$ cat src/rtl/mtc_qf_pkg.sv
// Shared types and constants for the MTC quarter-frame generator.
package mtc_qf_pkg;

	localparam int unsigned POS_W = 31;

	localparam logic [7:0] QF_STATUS   = 8'hF1;
	localparam logic [3:0] QF_NIBBLE   = 4'hF;
	localparam logic [3:0] QF_RATE_30  = 4'b0110;

	// piece numbers of the quarter-frame sequence
	localparam logic [2:0] PC_FRAME_LO = 3'd0;
	localparam logic [2:0] PC_FRAME_HI = 3'd1;
	localparam logic [2:0] PC_SEC_LO   = 3'd2;
	localparam logic [2:0] PC_SEC_HI   = 3'd3;
	localparam logic [2:0] PC_MIN_LO   = 3'd4;
	localparam logic [2:0] PC_MIN_HI   = 3'd5;
	localparam logic [2:0] PC_HOUR_LO  = 3'd6;
	localparam logic [2:0] PC_HOUR_HI  = 3'd7;

	localparam logic [4:0] FPS         = 5'd30;
	localparam logic [5:0] SIXTY       = 6'd60;
	localparam logic [4:0] HOUR_WRAP   = 5'd31;

	// reciprocals: q = (n * M) >> K, exact over the range of n at each step
	localparam logic [31:0] RCP_FPS    = 32'd2290649225; // n < 2^31, K = 36
	localparam logic [27:0] RCP_SEC    = 28'd143165577;  // n < 2^27, K = 33
	localparam logic [21:0] RCP_MIN    = 22'd2236963;    // n < 2^21, K = 27
	localparam logic [15:0] RCP_HOUR   = 16'd33826;      // n < 2^15, K = 20

	typedef struct packed {
		logic [4:0] frames;
		logic [5:0] seconds;
		logic [5:0] minutes;
		logic [4:0] hours;
	} mtc_time_t;

endpackage

$ cat src/rtl/mtc_pos_if.sv
// Channel carrying one poll tick with the player's frame position.
interface mtc_pos_if;
	logic               valid;
	logic               ready;
	logic signed [31:0] position;

	modport source (output valid, output position, input ready);
	modport sink   (input valid, input position, output ready);
endinterface

$ cat src/rtl/mtc_qf_if.sv
// Channel carrying one MIDI quarter-frame message.
interface mtc_qf_if;
	logic       valid;
	logic       ready;
	logic [7:0] status_byte;
	logic [6:0] data_byte;
	logic       last_piece;

	modport source (output valid, output status_byte, output data_byte, output last_piece,
		input ready);
	modport sink   (input valid, input status_byte, input data_byte, input last_piece,
		output ready);
endinterface

$ cat src/rtl/mtc_qf_track.sv
// Play-state tracker: clamps the tick position and decides whether it is sent on.
module mtc_qf_track (
	input  logic                           clk,
	input  logic                           arst_n,
	mtc_pos_if.sink                        tick,
	output logic                           pos_valid,
	output logic [mtc_qf_pkg::POS_W-1:0]   pos,
	input  logic                           pos_ready
);
	import mtc_qf_pkg::*;

	logic [POS_W-1:0] last_q;
	logic             seen_q;
	logic             playing_q;
	logic [POS_W-1:0] pos_s1;
	logic             valid_s1;
	logic [POS_W-1:0] clamped;
	logic             same;
	logic             play_next;
	logic             accept;

	// negative positions count as zero
	assign clamped   = tick.position[31] ? '0 : tick.position[POS_W-1:0];
	assign same      = (clamped == last_q);
	assign play_next = same ? (playing_q & ~seen_q) : 1'b1;

	assign tick.ready = ~valid_s1 | pos_ready;
	assign accept     = tick.valid & tick.ready;

	always_ff @(posedge clk or negedge arst_n) begin
		if (!arst_n) begin
			last_q    <= '0;
			seen_q    <= 1'b0;
			playing_q <= 1'b0;
		end else if (accept) begin
			if (same) begin
				if (seen_q && playing_q) begin
					playing_q <= 1'b0;
				end else begin
					seen_q <= 1'b1;
				end
			end else begin
				seen_q    <= 1'b0;
				last_q    <= clamped;
				playing_q <= 1'b1;
			end
		end
	end

	always_ff @(posedge clk or negedge arst_n) begin
		if (!arst_n) begin
			valid_s1 <= 1'b0;
		end else if (accept) begin
			valid_s1 <= play_next;
		end else if (pos_ready) begin
			valid_s1 <= 1'b0;
		end
	end

	always_ff @(posedge clk) begin
		if (accept) begin
			pos_s1 <= clamped;
		end
	end

	assign pos_valid = valid_s1;
	assign pos       = pos_s1;

endmodule

$ cat src/rtl/mtc_qf_split.sv
// Splits a frame position into frames, seconds, minutes and hours over four stages.
module mtc_qf_split (
	input  logic                           clk,
	input  logic                           arst_n,
	input  logic                           pos_valid,
	input  logic [mtc_qf_pkg::POS_W-1:0]   pos,
	output logic                           pos_ready,
	output logic                           tc_valid,
	output mtc_qf_pkg::mtc_time_t          tc,
	input  logic                           tc_ready
);
	import mtc_qf_pkg::*;

	// stage valids, index 2..5
	logic [5:2] valid_q;
	logic [5:2] rdy;

	logic [POS_W-1:0] n_s2;
	logic [26:0]      q1_s2;
	logic [4:0]       frames_s3, frames_s4, frames_s5;
	logic [26:0]      q1_s3;
	logic [20:0]      q2_s3, q2_s4;
	logic [5:0]       sec_s4, sec_s5;
	logic [14:0]      q3_s4, q3_s5;
	logic [5:0]       min_s5;
	logic [9:0]       q4_s5;

	logic [62:0] p1;
	logic [54:0] p2;
	logic [42:0] p3;
	logic [30:0] p4;
	logic [30:0] r_frames;
	logic [26:0] r_sec;
	logic [20:0] r_min;
	logic [14:0] r_hour;

	// a stage moves on when it is empty or the next one moves
	assign rdy[5]    = ~valid_q[5] | tc_ready;
	assign rdy[4]    = ~valid_q[4] | rdy[5];
	assign rdy[3]    = ~valid_q[3] | rdy[4];
	assign rdy[2]    = ~valid_q[2] | rdy[3];
	assign pos_ready = rdy[2];

	assign p1       = 63'(pos) * 63'(RCP_FPS);
	assign p2       = 55'(q1_s2) * 55'(RCP_SEC);
	assign p3       = 43'(q2_s3) * 43'(RCP_MIN);
	assign p4       = 31'(q3_s4) * 31'(RCP_HOUR);

	assign r_frames = n_s2 - 31'(q1_s2) * 31'(FPS);
	assign r_sec    = q1_s3 - 27'(q2_s3) * 27'(SIXTY);
	assign r_min    = q2_s4 - 21'(q3_s4) * 21'(SIXTY);
	assign r_hour   = q3_s5 - 15'(q4_s5) * 15'(HOUR_WRAP);

	always_ff @(posedge clk or negedge arst_n) begin
		if (!arst_n) begin
			valid_q <= '0;
		end else begin
			if (rdy[2]) valid_q[2] <= pos_valid;
			if (rdy[3]) valid_q[3] <= valid_q[2];
			if (rdy[4]) valid_q[4] <= valid_q[3];
			if (rdy[5]) valid_q[5] <= valid_q[4];
		end
	end

	always_ff @(posedge clk) begin
		if (rdy[2]) begin
			n_s2  <= pos;
			q1_s2 <= p1[62:36];
		end
		if (rdy[3]) begin
			frames_s3 <= r_frames[4:0];
			q1_s3     <= q1_s2;
			q2_s3     <= p2[53:33];
		end
		if (rdy[4]) begin
			frames_s4 <= frames_s3;
			sec_s4    <= r_sec[5:0];
			q2_s4     <= q2_s3;
			q3_s4     <= p3[41:27];
		end
		if (rdy[5]) begin
			frames_s5 <= frames_s4;
			sec_s5    <= sec_s4;
			min_s5    <= r_min[5:0];
			q3_s5     <= q3_s4;
			q4_s5     <= p4[29:20];
		end
	end

	assign tc_valid   = valid_q[5];
	assign tc.frames  = frames_s5;
	assign tc.seconds = sec_s5;
	assign tc.minutes = min_s5;
	assign tc.hours   = r_hour[4:0];

endmodule

$ cat src/rtl/mtc_qf_serial.sv
// Output register that sends one time value as eight quarter-frame words.
module mtc_qf_serial (
	input  logic                   clk,
	input  logic                   arst_n,
	input  logic                   tc_valid,
	input  mtc_qf_pkg::mtc_time_t  tc,
	output logic                   tc_ready,
	mtc_qf_if.source               msg
);
	import mtc_qf_pkg::*;

	mtc_time_t  parts_q;
	logic [2:0] piece_q;
	logic       busy_q;
	logic [3:0] nib;
	logic       last;

	assign last     = (piece_q == PC_HOUR_HI);
	assign tc_ready = ~busy_q | (msg.ready & last);

	always_ff @(posedge clk or negedge arst_n) begin
		if (!arst_n) begin
			busy_q  <= 1'b0;
			piece_q <= PC_FRAME_LO;
		end else if (tc_ready) begin
			busy_q  <= tc_valid;
			piece_q <= PC_FRAME_LO;
		end else if (msg.ready) begin
			piece_q <= piece_q + 3'd1;
		end
	end

	always_ff @(posedge clk) begin
		if (tc_ready && tc_valid) begin
			parts_q <= tc;
		end
	end

	always_comb begin
		unique case (piece_q)
			PC_FRAME_LO: nib = parts_q.frames[3:0];
			PC_FRAME_HI: nib = 4'(parts_q.frames[4]);
			PC_SEC_LO:   nib = parts_q.seconds[3:0];
			PC_SEC_HI:   nib = 4'(parts_q.seconds[5:4]);
			PC_MIN_LO:   nib = parts_q.minutes[3:0];
			PC_MIN_HI:   nib = 4'(parts_q.minutes[5:4]);
			PC_HOUR_LO:  nib = parts_q.hours[3:0];
			PC_HOUR_HI:  nib = QF_RATE_30 | 4'(parts_q.hours[4]);
			default:     nib = QF_NIBBLE;
		endcase
	end

	assign msg.valid       = busy_q;
	assign msg.status_byte = QF_STATUS;
	assign msg.data_byte   = {piece_q, nib};
	assign msg.last_piece  = last;

endmodule

$ cat src/rtl/mtc_quarter_frame_generator.sv
// Top level of the MIDI Time Code quarter-frame generator, 30 fps.
//
// Each word on the tick channel is one poll of the player's frame position; a
// negative position counts as zero. A position that differs from the last one
// starts or keeps playback and is recorded; the same position on three ticks in
// a row stops it. While playing, every tick produces eight quarter-frame words
// on the msg channel (status 0xF1, pieces 0 to 7 in order, last_piece high on
// piece 7, which carries rate code 3 and hour bit 4); hours wrap modulo 31.
// A tick is taken in any cycle in which the first stage has room. A playing
// tick occupies the single output register until its eight words are out, one
// word per cycle when msg is not held. From acceptance the play-state register
// loads, then four reciprocal multiply stages split the time and the output
// register follows and presents the first word. Back-pressure on msg stalls
// the stages and then tick.
module mtc_quarter_frame_generator (
	input  logic      clk,
	input  logic      arst_n,
	mtc_pos_if.sink   tick,
	mtc_qf_if.source  msg
);
	import mtc_qf_pkg::*;

	logic             pos_valid;
	logic             pos_ready;
	logic [POS_W-1:0] pos;
	logic             tc_valid;
	logic             tc_ready;
	mtc_time_t        tc;

	// update play state and forward the position when playing
	mtc_qf_track u_track (
		.clk       (clk),
		.arst_n    (arst_n),
		.tick      (tick),
		.pos_valid (pos_valid),
		.pos       (pos),
		.pos_ready (pos_ready)
	);

	// split into frames, seconds, minutes and hours
	mtc_qf_split u_split (
		.clk       (clk),
		.arst_n    (arst_n),
		.pos_valid (pos_valid),
		.pos       (pos),
		.pos_ready (pos_ready),
		.tc_valid  (tc_valid),
		.tc        (tc),
		.tc_ready  (tc_ready)
	);

	// emit the eight quarter-frame words
	mtc_qf_serial u_serial (
		.clk      (clk),
		.arst_n   (arst_n),
		.tc_valid (tc_valid),
		.tc       (tc),
		.tc_ready (tc_ready),
		.msg      (msg)
	);

endmodule
$ cat src/flat_wrapper.sv
// flat-port wrapper written by rule: the top's interface ports become plain ports
module mtc_quarter_frame_generator_flat import mtc_qf_pkg::*;
  (clk, arst_n, tick_valid, tick_position, tick_ready, msg_valid, msg_status_byte, msg_data_byte, msg_last_piece, msg_ready);
  mtc_pos_if tick_i ();
  mtc_qf_if msg_i ();
  input  logic clk;
  input  logic arst_n;
  input wire logic [$bits(tick_i.valid)-1:0] tick_valid;
  input wire logic [$bits(tick_i.position)-1:0] tick_position;
  output wire logic [$bits(tick_i.ready)-1:0] tick_ready;
  output wire logic [$bits(msg_i.valid)-1:0] msg_valid;
  output wire logic [$bits(msg_i.status_byte)-1:0] msg_status_byte;
  output wire logic [$bits(msg_i.data_byte)-1:0] msg_data_byte;
  output wire logic [$bits(msg_i.last_piece)-1:0] msg_last_piece;
  input wire logic [$bits(msg_i.ready)-1:0] msg_ready;
  assign tick_i.valid = tick_valid;
  assign tick_i.position = tick_position;
  assign tick_ready = tick_i.ready;
  assign msg_valid = msg_i.valid;
  assign msg_status_byte = msg_i.status_byte;
  assign msg_data_byte = msg_i.data_byte;
  assign msg_last_piece = msg_i.last_piece;
  assign msg_i.ready = msg_ready;
  mtc_quarter_frame_generator u_core (.clk(clk), .arst_n(arst_n), .tick(tick_i), .msg(msg_i));
endmodule
$ cat config.mk
export PLATFORM = sky130hd
export DESIGN_NAME = mtc_quarter_frame_generator_flat
export DESIGN_NICKNAME = d
export VERILOG_FILES = /design/src/rtl/mtc_qf_pkg.sv /design/src/rtl/mtc_pos_if.sv /design/src/rtl/mtc_qf_if.sv /design/src/rtl/mtc_qf_track.sv /design/src/rtl/mtc_qf_split.sv /design/src/rtl/mtc_qf_serial.sv /design/src/rtl/mtc_quarter_frame_generator.sv /design/src/flat_wrapper.sv
export SDC_FILE = /design/constraint.sdc
export NUM_CORES = 1
export LEC_CHECK = 0
export ABC_AREA = 0
export BUFFER_PORTS_ARGS = -buffer_cell sky130_fd_sc_hd__buf_2
export CORE_AREA = 2 2 302 304
export CTS_CLUSTER_DIAMETER = 80
export DETAILED_ROUTE_END_ITERATION = 16
export DIE_AREA = 0 0 304 306
export SYNTH_ARGS = -nofsm -noshare
export SYNTH_HDL_FRONTEND = slang
export SYNTH_HIERARCHICAL = 1
export SYNTH_SLANG_ARGS = --single-unit
$ cat constraint.sdc
create_clock -name clk -period 17 [get_ports clk]
set_input_delay 3.4 -clock clk [delete_from_list [all_inputs] [get_ports clk]]
set_output_delay 3.4 -clock clk [all_outputs]
set_load 0.005 [all_outputs]
# After elaboration in Yosys (flattened, before gate mapping)
# Cells that the tools add are included.
# totals
output_inout_bits,18
reg_bits,223
in_bits,36
# classes
n_bitwise,17
eq_ne,10
add_sub_neg,5
n_reduce_logical,8
multipliers,8
mux,11
# ops
op,count
"multiplier 31 x 32 -> 63 bit, second input constant",1
"multiplier 27 x 28 -> 54 bit, second input constant",1
"multiplier 21 x 22 -> 42 bit, second input constant",1
one-hot mux 4 bit (8 select lines),1
equality test 31 bit,1
2-to-1 mux 31 bit,1
"multiplier 15 x 15 -> 29 bit, second input constant",1
"multiplier 27 x 4 -> 4 bit, second input constant",1
"multiplier 21 x 4 -> 4 bit, second input constant",1
"multiplier 15 x 4 -> 4 bit, second input constant",1
"equality test 3 bit, second input constant",4
subtractor 6 bit,2
"multiplier 10 x 5 -> 5 bit, second input constant",1
subtractor 5 bit,2
NOT 1 bit,8
2-to-1 mux 1 bit,7
"equality test 3 x 2 -> 1 bit, second input constant",2
2-to-1 mux 3 bit,2
OR 1 bit,6
AND reduction 2 bit,3
nonzero test 2 bit,2
"adder 3 x 1 -> 3 bit, second input constant",1
bitwise AND 1 bit,3
"equality test 3 x 1 -> 1 bit, second input constant",1
other kinds (4),5

# Longest topological paths before layout
# logic_depth
word_depth,10
mapped_depth,24
mapped_depth_nobuf,24

# Modules after synthesis
# The synthesis kept the hierarchy.
# by_module_without_submodules
mod,n_inst,cells_each,area_per_inst_um2
mtc_qf_split,1,2393,24951.4
mtc_qf_track,1,265,3315.7
mtc_qf_serial,1,85,1189.9

# Least setup slack after synthesis
# Ideal clock, no wire load.
# synth_path
kind,input port to output port
start,in msg_ready
end,out tick_ready
path_stages,5
arrival_time_ps,5249
setup_slack_ps,8351
cell_sequence,nand2_1 > nand2_1 > nor2b_1 > nand4_1 > nand2b_1
# synth_via
elab_chain_len,7
# synth_lines
item,line,source
start: declaration,flat_wrapper.sv:15,input wire logic [$bits(msg_i.ready)-1:0] msg_ready;
bitwise AND 1 bit,mtc_qf_serial.sv:19,assign tc_ready = ~busy_q | (msg.ready & last);
OR 1 bit,mtc_qf_serial.sv:19,
via u_core.tc_ready,mtc_quarter_frame_generator.sv:27,logic tc_ready;
OR 1 bit,mtc_qf_split.sv:38,assign rdy[5] = ~valid_q[5] | tc_ready;
OR 1 bit,mtc_qf_split.sv:39,assign rdy[4] = ~valid_q[4] | rdy[5];
OR 1 bit,mtc_qf_split.sv:40,assign rdy[3] = ~valid_q[3] | rdy[4];
OR 1 bit,mtc_qf_split.sv:41,assign rdy[2] = ~valid_q[2] | rdy[3];
via u_core.pos_ready,mtc_quarter_frame_generator.sv:24,logic pos_ready;
OR 1 bit,mtc_qf_track.sv:27,assign tick.ready = ~valid_s1 | pos_ready;
end: declaration,flat_wrapper.sv:10,output wire logic [$bits(tick_i.ready)-1:0] tick_ready;
# The timed path passes the listed nets, and every way through them passes these cells.

# Worst setup path in the final report
# Ends and elaborated chain as after synthesis.

==> key figures <==
Flow run
  • Max-Cap Viols: 0

Cells and area
  • Nets: 3,852
  • Area growth, synth to finish: 8.21%
  • N_diodes: 0
  • Fraction of layout cells with a size suffix above 1: 0.0535

Setup path
  • Setup slack, reg-to-reg: 10.24 ns
  • Reg2Reg Launch Point: u_core/u_track/pos[11]
  • Crit path cell chain: buf_2, nand2_1, nand2_1, nor2b_1, nand4_1, buf_4, nand2b_1, buf_2
  • Worst EP required: 13.60 ns
  • Worst stage delay on the critical path: 0.28 ns
  • Crit-path leading delay family: simple AND/OR/NAND/NOR gates
  • Critical-path top delay cell: buf_4
  • Reg-to-reg endpoint: u_core/u_split/q1_s2[26]
  • Crit Path Max Fanout: 34
  • Critical Path Source Type: input port
  • CP bufs+invs: 3
  • CP endpoint kind: output port
  • WS Path Type: input port to output port
  • Reg2Reg Depth: 20
  • Worst EP arrival: 4.75 ns

Logic synthesis
  • Most instantiated cells after synthesis: ha_1 (725), inv_1 (635), fa_1 (289)
  • Simple-Gate Fraction of Synth Area: 0.0646
  • Seq/Total Area, Yosys: 0.215
  • Yosys warns: 6
  • Post-synth cell types: 81
  • Yosys top cell area share: 0.308
  • Mapped Cells: 2,743
  • Post-synth top area cell: ha_1
  • Synth Flop Type: edfxtp_1
  • Post-synthesis mux area share: 0.0166
  • Synth async-reset ratio: 0.193
  • Synth area leaders: ha_1 (31%), fa_1 (20%), edfxtp_1 (18%), inv_1 (8.1%), dfrtp_1 (3.6%)
  • Main combinational cell family by area after synthesis: adder cells
  • Most common cell in the synthesized netlist: ha_1
  • Syn Area/Cell: 10.7 um^2
  • Yosys reg bits: 218
  • Post-synth EDFFs: 176
  • Synth Area in XOR/XNOR: 0.0342
  • Synthesized cell area: 0.0295 mm^2
  • Compound-Gate Fraction of Synth Area: 0.0783
  • Adder-Cell Fraction of Synth Area: 0.504

STA
  • RSZ-0062 raised after global routing: no
  • Final setup viols: 0
  • Final worst path period share: 0.480
  • Fin Setup TNS: 0 ns
  • Max Clk Rate: 123 MHz
  • Hold Fails Final Rpt: 0
  • Worst slew pin tran: 1.06 ns
  • Worst Skew: 0.0146 ns
  • Final min period: 8.15 ns
  • Rel. slew slack: 0.291
  • Final Max Tran Viols: 0

Worst hold path
  • Hold Crit Depth: 0
  • Worst hold-check path type: flip-flop to flip-flop
  • Hold path startpoint: u_core/u_split/min_s5[1]
  • Hold path endpoint: u_core/u_serial/parts_q[6]

Routing
  • Vias: 18,600
  • Detailed Route Iter0 Violations: 723
  • Post-DR wirelength/cell: 14.6 um
  • Post-Route WL: 58,400 um
  • DR pass1 iterations: 5
  • Avg Vias per Cell: 4.64
  • Residual DRC: 0
  • Final ANT Viol Nets: 0

Global routing
  • First-pass GRT wire length: 101,000 um
  • Vias in the first global route: 19,900
  • Largest net degree at the start of global routing: 69
  • Initial antenna violation count: 0
  • GR Util All Layers: 0.132
  • GRT Residual Overflow: 0

Floorplanning
  • Row count: 110
  • Io pins: 54
  • Core ar.: 0.0896 mm^2
  • Die height: 306 um
  • Initial Util: 0.329
  • Die X-Extent: 304 um
  • Die outline area: 0.0930 mm^2

Placement
  • # port buffers: 45
  • HPWL Detailed: 50,400 um
  • Placer Congestion: 0.880

Outcome
  • Status: finished, final reports clean

Clocking
  • CTS tree: built
  • Clk slew on worst S/H paths: 0.07 ns
  • Worst-Skew Late Latency: 0.55 ns
  • # resized after CTS: 0
  • Post-CTS setup buffer count: 0
  • Num Clock Sinks: 218
  • Htree depth: 1
  • Total CTS buffers: 26
  • Clock root cell: clkbuf_16
  • Clk buf depth: 3
  • Hold buffer count at cts: 0
==> worst register-to-register path, cell delays in order (launching register included) <==
cell and delay (ns):
edfxtp_1 0.52, ha_1 0.36, ha_1 0.46, inv_1 0.10, fa_1 0.66, fa_1 0.47
fa_1 0.52, inv_1 0.06, fa_1 0.39, ha_1 0.29, ha_1 0.35, a21o_1 0.19
a21o_1 0.18, a21o_1 0.17, a221oi_1 0.32, o2111ai_1 0.13, a31oi_1 0.50, o31a_1 0.36
or2_1 0.20, o211ai_2 0.11, xor2_1 0.17
==> stage by stage <==
stage | utilization | cells | setup WS [ns] | area, um^2 | hold WS, ns
CTS | 0.356 | 3998 | 8.81 | 31900 | 0.408
detailed placement | 0.347 | 3950 | 8.82 | 31100 | 0.405
finish | 0.356 | 3998 | 8.85 | 31900 | 0.408
global placement | 0.347 | 3950 | 8.81 | 31100 | 0.403
floorplan | - | 2749 | 8.35 | 29500 | 0.400
global route | 0.356 | 3998 | 8.64 | 31900 | 0.417
==> worst max path at each step <==
stage	start	to	slack, ns	cells past startpoint
global route	msg_ready	tick_ready	8.64	8
detailed placement	msg_ready	tick_ready	8.82	8
finish	msg_ready	tick_ready	8.85	8
CTS	msg_ready	tick_ready	8.81	8
global placement	msg_ready	tick_ready	8.81	8
floorplan	msg_ready	tick_ready	8.35	5
==> cell families after synthesis <==
kind of cell,count (synthesis)
fa+ha+maj,1014
buf+inv,661
simple gates,353
compound gates,346
flops,218
xor+xnor,115
mux,34
other cells,2
==> per-layer routing <==
metal | part of all wire | GRT usage | vias to the layer above
li1 | - | - | 9314
met1 | 0.47 | 0.175 | 8989
met2 | 0.47 | 0.229 | 194
met3 | 0.028 | 0.0160 | 71
met4 | 0.026 | 0.0342 | 0
met5 | 0 | 0 | -
==> cell type report <==
cell class,count,area (um^2)
clock buffer,33,698
clock inverter,15,115
fill,8961,57700
inverter,635,2380
multi-input combinational,1870,20600
sequential,218,6340
tap,1176,1470
timing repair buffer,51,270
==> placed cells by master (no fill, tap or decap), drive strengths merged, types with 14 or more instances in the layout <==
cell / n
nand2: 67
nand4: 15
o21a: 14
nand3: 43
xor2: 38
inv: 641
clkbuf: 33
nor2: 74
fa: 289
a21o: 64
nor2b: 49
mux2: 31
edfxtp: 176
o21ai: 67
nand2b: 14
xnor2: 77
a21oi: 99
nor3: 17
ha: 725
dfrtp: 42
a31oi: 18
and3: 19
buf: 51
==> sequential cells by signal, summed over array words and instances, names as in the netlist, 15 cells and up <==
signal / cells
u_core/u_split/q1_s2: 27
u_core/u_track/pos: 31
u_core/u_split/q2_s3: 21
u_core/u_track/last_q: 31
u_core/u_serial/parts_q: 22
u_core/u_split/q3_s4: 15
Power is not shown: default switching activity piles up to over one toggle a cycle in this logic, so the estimate is an artifact.
